File: config.mk
export PLATFORM = sky130hd
export DESIGN_NAME = iis_scan
export DESIGN_NICKNAME = d
export VERILOG_FILES = /design/src/hw/rtl/iis_pkg.sv /design/src/hw/rtl/iis_scan.sv
export SDC_FILE = /design/constraint.sdc
export NUM_CORES = 1
export LEC_CHECK = 0
export BUFFER_PORTS_ARGS = -buffer_cell sky130_fd_sc_hd__buf_2
export CORE_MARGIN = 1
export CORE_UTILIZATION = 53
export DETAILED_ROUTE_END_ITERATION = 12
export HOLD_SLACK_MARGIN = 0.05
export PLACE_DENSITY = 0.76
export SYNTH_ARGS = -nofsm -noshare
export SYNTH_HDL_FRONTEND = slang
export SYNTH_SLANG_ARGS = --single-unit
export TNS_END_PERCENT = 50
File: constraint.sdc
create_clock -name clk -period 14.5 [get_ports clk]
set_clock_uncertainty 0.2 [all_clocks]
set_input_delay 1.45 -clock clk [delete_from_list [all_inputs] [get_ports clk]]
set_output_delay 1.45 -clock clk [all_outputs]
set_load 0.1 [all_outputs]
File: src/hw/rtl/iis_pkg.sv
// Shared widths, register codes and pipeline types for the integral image core.
`default_nettype none

package iis_pkg;

  localparam int PIX_W     = 8;
  localparam int SUM_W     = 28;
  localparam int SQ_W      = 36;
  localparam int IDX_W     = 10;
  localparam int CFG_W     = 11;
  localparam int CFG_IDX_W = 1;

  localparam int MAX_WIDTH_DEFAULT  = 1024;
  localparam int MAX_HEIGHT_DEFAULT = 1024;

  localparam logic [CFG_W-1:0] DIM_RESET = 11'd1024;

  typedef enum logic [CFG_IDX_W-1:0] {
    REG_IMAGE_WIDTH  = 1'b0,
    REG_IMAGE_HEIGHT = 1'b1
  } cfg_reg_t;

  // Position and framing flags of one pixel as it moves down the pipeline.
  typedef struct packed {
    logic             first_row;
    logic             frame_end;
    logic [IDX_W-1:0] row_index;
    logic [IDX_W-1:0] col_index;
  } iis_pos_t;

endpackage

`default_nettype wire

File: src/hw/rtl/iis_scan.sv
// Raster position counters and running row sums for the incoming pixel.
`default_nettype none

module iis_scan import iis_pkg::*; #(
  parameter int MAX_WIDTH  = MAX_WIDTH_DEFAULT,
  parameter int MAX_HEIGHT = MAX_HEIGHT_DEFAULT,
  localparam int CW     = $clog2(MAX_WIDTH),
  localparam int RW     = $clog2(MAX_HEIGHT),
  localparam int RUN_W  = PIX_W + CW,
  localparam int RSQ_W  = 2 * PIX_W + CW,
  localparam int PROD_W = 2 * PIX_W
) (
  input  logic             clk,
  input  logic             rst,
  input  logic             take,
  input  logic [PIX_W-1:0] pixel,
  input  logic [CFG_W-1:0] image_width,
  input  logic [CFG_W-1:0] image_height,
  output logic [CW-1:0]    addr,
  output iis_pos_t         pos,
  output logic [RUN_W-1:0] run_sum,
  output logic [RSQ_W-1:0] run_sumsq
);

  localparam logic [CW:0] W_MAX = (CW+1)'(MAX_WIDTH);
  localparam logic [RW:0] H_MAX = (RW+1)'(MAX_HEIGHT);

  logic [CW-1:0]    col, col_next;
  logic [RW-1:0]    row, row_next;
  logic [RUN_W-1:0] run, run_next;
  logic [RSQ_W-1:0] runsq, runsq_next;

  logic [CW:0]       w;
  logic [RW:0]       h;
  logic              wrap_in, wrap_out;
  logic [CW-1:0]     col_eff;
  logic [RW:0]       row_t;
  logic [RW-1:0]     row_eff;
  logic [CW:0]       col_inc;
  logic [RW:0]       row_inc;
  logic [PROD_W-1:0] pix_sq;

  // Width and height in use are the registers clamped to one through the maximum.
  always_comb begin
    if (image_width == '0) begin
      w = {{CW{1'b0}}, 1'b1};
    end else if (32'(image_width) > 32'(MAX_WIDTH)) begin
      w = W_MAX;
    end else begin
      w = (CW+1)'(image_width);
    end
    if (image_height == '0) begin
      h = {{RW{1'b0}}, 1'b1};
    end else if (32'(image_height) > 32'(MAX_HEIGHT)) begin
      h = H_MAX;
    end else begin
      h = (RW+1)'(image_height);
    end
  end

  // A narrower width written mid-frame can leave the column past the end,
  // in which case this pixel opens a new row first.
  assign wrap_in = {1'b0, col} >= w;
  assign col_eff = wrap_in ? '0 : col;
  assign row_t   = {1'b0, row} + {{RW{1'b0}}, wrap_in};
  assign row_eff = (row_t >= h) ? '0 : row_t[RW-1:0];

  assign pix_sq    = PROD_W'(pixel) * PROD_W'(pixel);
  assign run_sum   = (wrap_in ? '0 : run) + RUN_W'(pixel);
  assign run_sumsq = (wrap_in ? '0 : runsq) + RSQ_W'(pix_sq);

  assign col_inc  = {1'b0, col_eff} + {{CW{1'b0}}, 1'b1};
  assign row_inc  = {1'b0, row_eff} + {{RW{1'b0}}, 1'b1};
  assign wrap_out = col_inc >= w;

  always_comb begin
    if (wrap_out) begin
      col_next   = '0;
      run_next   = '0;
      runsq_next = '0;
      row_next   = (row_inc >= h) ? '0 : row_inc[RW-1:0];
    end else begin
      col_next   = col_inc[CW-1:0];
      run_next   = run_sum;
      runsq_next = run_sumsq;
      row_next   = row_eff;
    end
  end

  assign addr          = col_eff;
  assign pos.first_row = (row_eff == '0);
  assign pos.frame_end = ({1'b0, row_eff} == h - 1'b1) && ({1'b0, col_eff} == w - 1'b1);
  assign pos.row_index = IDX_W'(row_eff);
  assign pos.col_index = IDX_W'(col_eff);

  always_ff @(posedge clk) begin
    if (rst) begin
      col   <= '0;
      row   <= '0;
      run   <= '0;
      runsq <= '0;
    end else if (take) begin
      col   <= col_next;
      row   <= row_next;
      run   <= run_next;
      runsq <= runsq_next;
    end
  end

endmodule

`default_nettype wire

==> out/metrics.cfg, run 1 <==
[status]
outcome = complete, no violations

[yosys]
yosysTopAreaCell = dfxtp_1
yosys.area.top_type_share_pct = 15.2
synth.distinct_cells = 76
synth_common_cells = nand2_1 (122), ha_1 (100), inv_1 (93)
postSynthCellCount = 1116
synth-edff-count = 0
netlist_area_mm2 = 0.00844
ys_seq_area_share_pct = 15.2
synth-seq-cells = 64
yosys_warnings = 0
async_flop_share_pct = 0
yosys_most_used_dff = dfxtp_1
synth_area_leaders = dfxtp_1 (15%), ha_1 (15%), fa_1 (9.5%)
syn_area_per_cell_um2 = 7.56
syn_nets = 1289
yosysMostFrequentCell = nand2_1

[pwr]
power_w = 0.00180
powerDensity_mw_per_mm2 = 193
ir_drop_mv = 0.336
p_leak_nw = 4.53

[die]
top_level_ports = 109
rows = 45
die_area_mm2 = 0.0164
die_w_um = 128
core_area_mm2 = 0.0154
start_util_pct = 54.9
die_h_um = 128

[placement]
dpl.hpwl_mm = 17.3
dp_slack_ns = 3.87
routabilityCongestion = 0.882
io_buffers = 108
place_area_mm2 = 0.00906

[cells_and_area]
insertedDiodeCount = 0
register_area_mm2 = 0.00128
stdcell_area_mm2 = 0.00935
synthToLayoutAreaGrowth_pct = 10.8
drive_gt1_share_pct = 12.1
multi_input_area_mm2 = 0.00659
nFillCells = 1404
nNetsFinal = 1363

[grt]
grt_pass1_vias = 7928
grt_pass1_wl_mm = 38.0
gr-usage-all-layers_pct = 28.7
grt.overflow.total = 0
antenna_found_initial = 0
grt_max_degree = 54

[timing]
clock.fmax_ghz = 0.0938
hold_viol = 0
setup_viol = 0
slew_headroom_pct = 34.1
setup_slack_ns = 3.84
min_period_ns = 10.66
rsz0062_at_grt = no
tightest_slew_ns = 0.986
tns_ns = 0
finalCritPeriodShare_pct = 73.5
slew_viol_final = 0

[cts]
clockBufferDepth = 2
postCtsSetupBuffers = 0
cts-root-buf = clkbuf_16
path_clk_slew_ns = 0.05
cts_made_buffers = 9
holdBufCountCts = 0
clock_latency_ns = 0.34
ctsResizeCount = 0
cts_tree = built
h-tree-depth = 3
cts_sinks = 64

[critical_path]
slowest_delay_ns = 0.60
cpMostUsedCell = ha_1
worst-endpoint-required_ns = 12.85
reg2reg_depth = 29
worst-setup-path-type = input pin to primary output
worst_path_max_delay_cell = o31ai_1
endpoint_kind = primary output
critPathMaxFanout = 28
start_kind = input pin
arrival_ns = 9.01
crit_start = image_width[5]
reg2reg_from = col[8]

[drt]
wl_mm = 22.8
post_drt_via_cell_ratio = 5.89
remaining_drc_errors = 0
wl_met2_mm = 10.9
routed.top_layer = met4
wl_per_cell_um = 16.2
drt_first_pass_iters = 5
dr_total_vias = 8282
drtIter0Drc = 587
ant_nets = 0
wl_met1_mm = 10.0
wl_met3_mm = 1.26

[job]
drv_cap = 0

[min_path]
hold_class = register to register
worstHoldStart = run[3]
hold_depth = 2

[where the power goes]
group	total, W	internal (W)	switching, W	leakage (nW)
sequential	0.000204	0.000195	0.00000928	0.521
clock	0.000212	0.000136	0.0000760	0.139
combinational	0.00139	0.000311	0.00108	3.87
total	0.00180	0.000642	0.00116	4.53
[through the flow]
stage / utilization (%) / std cells / hold slack [ns]
floorplan: - / 1116 / 0.236
global placement: 58.9 / 1390 / 0.243
detailed placement: 58.9 / 1390 / 0.247
CTS: 60.8 / 1405 / 0.255
global route: 60.8 / 1405 / 0.270
finish: 60.8 / 1405 / 0.254
[registers in the layout, indices dropped and copies added (netlist names)]
| name | count |
|---|---|
| col | 10 |
| row | 10 |
| run | 18 |
| runsq | 26 |
[cell type report]
class	instances	share of cell area [%]
clock buffers	12	2.64
inverters	94	3.77
multi-input cells	908	70.4
well taps	211	2.82
flip-flops and latches	64	13.7
repair buffers	113	6.18
clock inverters	3	0.455
[metal layers]
metal  up-vias  global-route usage [%]
met3        49                    3.34
met1      3875                    36.2
li1       4081                       -
met4         0                    10.4
met5         -                       0
met2       277                    50.1
[cells in the final DEF (no fill, tap or decap), types with 6 or more instances in the layout]
master,n
xor2_1,27
a211oi_1,7
a21oi_1,83
o21a_1,9
nand2b_1,17
nand4_1,17
fa_1,40
nand3_1,55
nor4_1,9
xnor2_1,39
nor2b_1,15
a21o_1,17
a31oi_1,14
or4_1,6
dfxtp_1,64
o21ai_0,39
or3_1,6
nor2_1,88
and4_1,6
clkbuf_16,9
nor3_1,22
inv_1,93
a22o_1,6
buf_2,108
and2_1,49
and3_1,21
ha_1,100
nand2_1,122
[critical path: cells and delay by family]
family | cells | cell delay, ns
adders and majority gates | 5 | 1.36
AOI/OAI and AO/OA | 11 | 2.56
buffers and inverters | 6 | 1.43
and+or+nand+nor | 7 | 1.77
xor gates and xnor gates | 1 | 0.42
[cells by family after synthesis]
logic type / after synthesis / share of synthesized area, %
muxes: 4 / 0.489
AOI/OAI and AO/OA: 251 / 19.7
xor gates and xnor gates: 66 / 6.85
DFF: 64 / 15.2
buffers and inverters: 144 / 7.03
adders and majority gates: 140 / 24.3
and+or+nand+nor: 447 / 26.4
[final timing paths]
path	slack [ns]	to
worst max-delay path	3.84	pos[20]
worst min-delay path	0.25	run[3]
worst max register to register	6.34	row[5]
worst min register to register	0.25	run[3]
(Power assumes the default switching activity.)
==> run 2, diff against run 1 <==
==> constraint.sdc (replaced) <==
create_clock -name clk -period 10.25 [get_ports clk]
set_clock_uncertainty 0.2 [all_clocks]
set_input_delay 1.025 -clock clk [delete_from_list [all_inputs] [get_ports clk]]
set_output_delay 1.025 -clock clk [all_outputs]
set_load 0.1 [all_outputs]
==> out/metrics.cfg, run 2 (same netlist as run 1, synthesis figures left out) <==
[critical_path]
r2r_slack_ns = 2.59  ; was 6.34 ns
arrival_ns = 8.24  ; was 9.01 ns
r2r_end = row[6]  ; was row[5]
reg2reg_from = col[8]  ; unchanged
critPathMaxFanout = 53  ; was 28
start_kind = input pin  ; unchanged
crit_start = image_width[5]  ; unchanged
crit_end = run_sumsq[17]  ; was pos[20]
worst-endpoint-required_ns = 9.03  ; was 12.85 ns
reg2reg_depth = 32  ; was 29
endpoint_kind = primary output  ; unchanged
worst-setup-path-type = input pin to primary output  ; unchanged

[drt]
drtIter0Drc = 653  ; was 587
drt_first_pass_iters = 7  ; was 5
remaining_drc_errors = 0  ; unchanged
wl_per_cell_um = 16.2  ; about the same
dr_total_vias = 8396  ; was 8282
wl_mm = 22.8  ; about the same
post_drt_via_cell_ratio = 5.97  ; was 5.89
ant_nets = 0  ; unchanged

[timing]
hold_viol = 0  ; unchanged
finalCritPeriodShare_pct = 92.4
tns_ns = 0  ; unchanged
rsz0062_at_grt = no  ; unchanged
tightest_slew_ns = 1.07  ; was 0.986 ns
slew_viol_final = 0  ; unchanged
min_period_ns = 9.47
clock.fmax_ghz = 0.106
setup_viol = 0  ; unchanged
slew_headroom_pct = 28.7  ; was 34.1%

[grt]
grt.overflow.total = 0  ; unchanged
grt_pass1_vias = 7856  ; was 7928
antenna_found_initial = 0  ; unchanged
gr-usage-all-layers_pct = 28.2  ; was 28.7%
grt_max_degree = 54  ; unchanged
grt_pass1_wl_mm = 37.4  ; was 38.0 mm

[cells_and_area]
largest-register = runsq  ; unchanged
layoutNonFillerInstCount = 1407  ; was 1405
largest_reg_flops = 26  ; unchanged
final_cell_mix = nand2_1 (122), buf_2 (108), ha_1 (100), inv_1 (93), nor2_1 (88)  ; unchanged
nNetsFinal = 1364  ; was 1363
insertedDiodeCount = 0  ; unchanged
final_common_cell = nand2_1  ; unchanged
drive_gt1_share_pct = 12.5  ; was 12.1%
reg_top3 = runsq: 26 flops, run: 18 flops  ; unchanged
synthToLayoutAreaGrowth_pct = 11.3  ; was 10.8%

[die]
start_util_pct = 54.9  ; unchanged
rows = 45  ; unchanged
die_w_um = 128  ; unchanged
die_h_um = 128  ; unchanged
die_area_mm2 = 0.0164  ; unchanged
core_area_mm2 = 0.0154  ; unchanged
top_level_ports = 109  ; unchanged

[status]
outcome = complete, no violations  ; unchanged

[cts]
clock_latency_ns = 0.33  ; was 0.34 ns
cts_sinks = 64  ; unchanged
cts-root-buf = clkbuf_16  ; unchanged
ctsResizeCount = 0  ; unchanged
postCtsSetupBuffers = 0  ; unchanged
cts_made_buffers = 9  ; unchanged
clockBufferDepth = 2  ; unchanged
path_clk_slew_ns = 0.05  ; about the same
holdBufCountCts = 0  ; unchanged
cts_tree = built  ; unchanged
h-tree-depth = 3  ; unchanged

[pwr]
ir_drop_mv = 0.498  ; was 0.336 mV
clock_power_share_pct = 12.8  ; was 11.8%
swShare_pct = 63.9  ; was 64.4%
p_int_w = 0.000932  ; was 0.000642 W
powerDensity_mw_per_mm2 = 275  ; was 193 mW/mm²
power_frac_seq_pct = 11.2  ; was 11.3%
p_leak_nw = 4.55  ; was 4.53 nW
combPwrFrac_pct = 76.0  ; was 76.9%
p_sw_w = 0.00165  ; was 0.00116 W

[placement]
dpl.hpwl_mm = 17.2  ; was 17.3 mm
dpl.cell_count = 1391  ; was 1390
io_buffers = 108  ; unchanged
routabilityCongestion = 0.891  ; was 0.882

[min_path]
hold_class = register to register  ; unchanged

[job]
drv_cap = 0  ; unchanged

[run 2: changes by cell type in the layout (fill, tap and decap cells not counted)]
cell / delta
clkinv_2: +2
a211oi_1: -1
bufinv_16: +1
clkbuf_1: -2
a211oi_2: +1
buf_4: +1
[run 2: through the flow]
stage                     instance area, µm²  hold WS, ns  power (W)  util [%]  worst slack, ns
after CTS                               9400        0.256    0.00259      61.1            0.822
final                                   9400        0.254    0.00259      61.1            0.783
after detailed placement                9070        0.248    0.00225      59.0            0.851
after floorplan                         8440        0.236    0.00194         -            0.229
after global routing                    9400        0.278    0.00274      61.1            0.355
after global placement                  9070        0.243    0.00223      59.0            0.978
[run 2: worst min path at each step]
stage | from | end | cells past startpoint
after global routing | runsq[0] | runsq[0] | 2
after global placement | run[3] | run[3] | 2
after CTS | runsq[11] | runsq[11] | 2
after floorplan | runsq[11] | runsq[11] | 2
final | runsq[1] | runsq[1] | 2
after detailed placement | runsq[11] | runsq[11] | 2
[run 2: critical path, cell delays in order]
cell      delay [ns]
buf_2           0.16
or4_4           0.59
nor3_4          0.23
o21ai_0         0.14
inv_1           0.13
ha_1            0.22
nand2b_1        0.13
a31oi_1         0.22
o31ai_1         0.18
o21ai_4         0.17
buf_4           0.47
and2_1          0.23
fa_1            0.45
fa_1            0.47
ha_1            0.29
inv_1           0.05
fa_1            0.53
fa_1            0.47
nor2b_1         0.13
o21a_1          0.13
o21ai_0         0.10
a21oi_1         0.36
a21oi_1         0.16
o21ai_0         0.41
xor2_1          0.28
buf_2           0.48
[run 2: metal layers]
| metal | track usage, % | up-vias | wire [µm] |
|---|---|---|---|
| met3 | 3.42 | 51 | 1350 |
| met2 | 48.9 | 332 | 10900 |
| met1 | 35.5 | 3936 | 9820 |
| met5 | 0 | - | 0 |
| li1 | - | 4077 | - |
| met4 | 11.1 | 0 | 651 |
[run 2: final cells by class]
class	instances	area, µm²
flip-flops and latches	64	1280
repair buffers	114	586
well taps	211	264
multi-input cells	908	6590
fillers	1458	5980
clock buffers	10	239
inverters	94	353
clock inverters	6	82.6
[run 2: power by group through the flow]
| stage | logic (W) | clock network (W) | registers [W] |
|---|---|---|---|
| final | 0.00197 | 0.000331 | 0.000289 |
| after global routing | 0.00210 | 0.000343 | 0.000292 |
| after CTS | 0.00197 | 0.000333 | 0.000288 |
| after detailed placement | 0.00196 | 0 | 0.000293 |
| after global placement | 0.00194 | 0 | 0.000293 |
| after floorplan | 0.00165 | 0 | 0.000289 |
==> run 3, diff against run 2 <==
--- a/config.mk
+++ b/config.mk
@@ -6,11 +6,14 @@
 export NUM_CORES = 1
 export LEC_CHECK = 0
 export BUFFER_PORTS_ARGS = -buffer_cell sky130_fd_sc_hd__buf_2
+export CELL_PAD_IN_SITES_DETAIL_PLACEMENT = 1
+export CELL_PAD_IN_SITES_GLOBAL_PLACEMENT = 1
 export CORE_MARGIN = 1
-export CORE_UTILIZATION = 53
+export CORE_UTILIZATION = 44
+export CTS_CLUSTER_SIZE = 8
 export DETAILED_ROUTE_END_ITERATION = 12
 export HOLD_SLACK_MARGIN = 0.05
-export PLACE_DENSITY = 0.76
+export PLACE_DENSITY = 0.84
 export SYNTH_ARGS = -nofsm -noshare
 export SYNTH_HDL_FRONTEND = slang
 export SYNTH_SLANG_ARGS = --single-unit
==> out/metrics.cfg, run 3 (same netlist as run 1, synthesis figures left out) <==
[critical_path]
reg2reg_depth = 32  ; unchanged
cpMostUsedCell = fa_1  ; unchanged
slowest_delay_ns = 0.59  ; about the same
crit_family = adder cells  ; unchanged
worst_path_max_delay_cell = or4_4  ; unchanged
r2r_end = row[5]  ; was row[6]
crit_end = run_sumsq[21]  ; was run_sumsq[17]
endpoint_kind = primary output  ; unchanged
crit_start = image_width[5]  ; unchanged
critPathMaxFanout = 36  ; was 53
reg2reg_from = col[2]  ; was col[8]
r2r_slack_ns = 2.43  ; was 2.59 ns
worst-endpoint-required_ns = 9.03  ; about the same
path_depth = 27  ; was 26
start_kind = input pin  ; unchanged
path_buf_inv = 6  ; was 5
worst-setup-path-type = input pin to primary output  ; unchanged
arrival_ns = 8.38  ; was 8.24 ns

[drt]
wl_per_cell_um = 19.0  ; was 16.2 µm
remaining_drc_errors = 0  ; unchanged
dr_total_vias = 8574  ; was 8396
ant_nets = 0  ; unchanged
drt_first_pass_iters = 4  ; was 7
wl_mm = 27.2  ; was 22.8 mm
post_drt_via_cell_ratio = 5.97  ; about the same
drtIter0Drc = 400  ; was 653

[cells_and_area]
drive_gt1_share_pct = 12.7  ; was 12.5%
reg_top3 = runsq: 26 flops, run: 18 flops  ; unchanged
final_cell_mix = nand2_1 (122), buf_2 (108), ha_1 (100), inv_1 (93), nor2_1 (88)  ; unchanged
stdcell_area_mm2 = 0.00943  ; was 0.00940 mm²
synthToLayoutAreaGrowth_pct = 11.7  ; was 11.3%
multi_input_area_mm2 = 0.00659  ; unchanged
final_common_cell = nand2_1  ; unchanged
nFillCells = 2450  ; was 1458
postLayoutCoreUtil_pct = 50.2  ; was 61.1%
register_area_mm2 = 0.00128  ; unchanged
nNetsFinal = 1369  ; was 1364
largest_reg_flops = 26  ; unchanged
largest-register = runsq  ; unchanged
insertedDiodeCount = 0  ; unchanged

[die]
die_area_mm2 = 0.0197  ; was 0.0164 mm²
die_w_um = 140  ; was 128 µm
die_h_um = 140  ; was 128 µm
rows = 50  ; was 45
top_level_ports = 109  ; unchanged
core_area_mm2 = 0.0188  ; was 0.0154 mm²
start_util_pct = 45.0  ; was 54.9%

[timing]
setup_viol = 0  ; unchanged
slew_headroom_pct = 35.0  ; was 28.7%
tns_ns = 0  ; unchanged
tightest_slew_ns = 0.971  ; was 1.07 ns
min_period_ns = 9.61  ; was 9.47 ns
clock.fmax_ghz = 0.104  ; was 0.106 GHz
hold_viol = 0  ; unchanged
rsz0062_at_grt = no  ; unchanged
finalCritPeriodShare_pct = 93.8  ; was 92.4%
slew_viol_final = 0  ; unchanged

[status]
outcome = complete, no violations  ; unchanged

[grt]
met1_usage_pct = 34.2  ; was 35.5%
grt_pass1_vias = 8863  ; was 7856
met3_usage_pct = 3.04  ; was 3.42%
antenna_found_initial = 0  ; unchanged
grt.overflow.total = 0  ; unchanged
grt_max_degree = 53  ; was 54
grt_pass1_wl_mm = 45.1  ; was 37.4 mm
top_usage_layer = met2  ; unchanged
grtUsageMet2_pct = 52.3  ; was 48.9%
gr-usage-all-layers_pct = 28.4  ; was 28.2%

[job]
drv_cap = 0  ; unchanged

[pwr]
power_w = 0.00261  ; was 0.00259 W
ir_drop_mv = 0.255  ; was 0.498 mV
p_leak_nw = 4.56  ; was 4.55 nW
powerDensity_mw_per_mm2 = 276  ; was 275 mW/mm²

[cts]
cts_sinks = 64  ; unchanged
cts_tree = built  ; unchanged
clock_latency_ns = 0.34  ; was 0.33 ns
holdBufCountCts = 0  ; unchanged
ctsResizeCount = 0  ; unchanged
cts-root-buf = clkbuf_16  ; unchanged
path_clk_slew_ns = 0.05  ; about the same
clockBufferDepth = 2  ; unchanged
cts_made_buffers = 9  ; unchanged
h-tree-depth = 3  ; unchanged
postCtsSetupBuffers = 0  ; unchanged

[placement]
routabilityCongestion = 0.935  ; was 0.891
dpl.hpwl_mm = 20.9  ; was 17.2 mm
io_buffers = 108  ; unchanged
place_area_mm2 = 0.00914  ; was 0.00907 mm²

[min_path]
hold_class = register to register  ; unchanged

-- run 3: cell types whose count changed in the layout (fill, tap and decap cells not counted) --
cell	delta
buf_4	+5
bufinv_16	-2
clkbuf_1	+2
clkbuf_8	+2
clkinv_2	-2
-- run 3: worst register-to-register path: cells and delay by family, from the launching register on --
| family | cells | cell delay, ns |
|---|---|---|
| buffers and inverters | 3 | 0.31 |
| adder cells (fa/ha/maj) | 6 | 1.66 |
| flip-flops | 1 | 0.51 |
| XOR/XNOR | 1 | 0.46 |
| AND/OR/NAND/NOR | 11 | 2.03 |
| AO/OA/AOI/OAI | 11 | 2.58 |
-- run 3: worst min-delay path by stage --
stage,start,end,cells after the start
2_1_floorplan,runsq[11],runsq[11],2
3_3_place_gp,run[2],run[2],2
3_5_place_dp,runsq[11],runsq[11],2
4_1_cts,runsq[11],runsq[11],2
5_1_grt,run[3],run[3],2
6_report,runsq[0],runsq[0],2
-- run 3: cell type report --
class	count	share of cell area, %
inverter	94	3.74
tap	234	3.11
multi-input combinational	908	69.9
timing repair buffer	119	6.61
clock buffer	14	2.91
clock inverter	2	0.133
sequential	64	13.6
-- run 3: through the flow --
stage,hold slack (ns),cells,setup slack [ns]
after floorplan,0.236,1116,0.229
after global placement,0.245,1419,1.05
after detailed placement,0.251,1419,0.801
after CTS,0.259,1435,0.690
after global routing,0.283,1435,0.291
final,0.264,1435,0.640
-- run 3: power breakdown --
part | switching, W | internal, W | leakage (nW)
Sequential | 0.0000150 | 0.000275 | 0.521
Combinational | 0.00157 | 0.000446 | 3.90
Clock | 0.000118 | 0.000183 | 0.139
Total | 0.00170 | 0.000905 | 4.56
-- run 3: layer usage --
metal  part of all wire (%)  wire length, µm
met1                     44            11900
met2                     51            13800
met3                    3.2              865
met4                    2.7              723
met5                      0                0
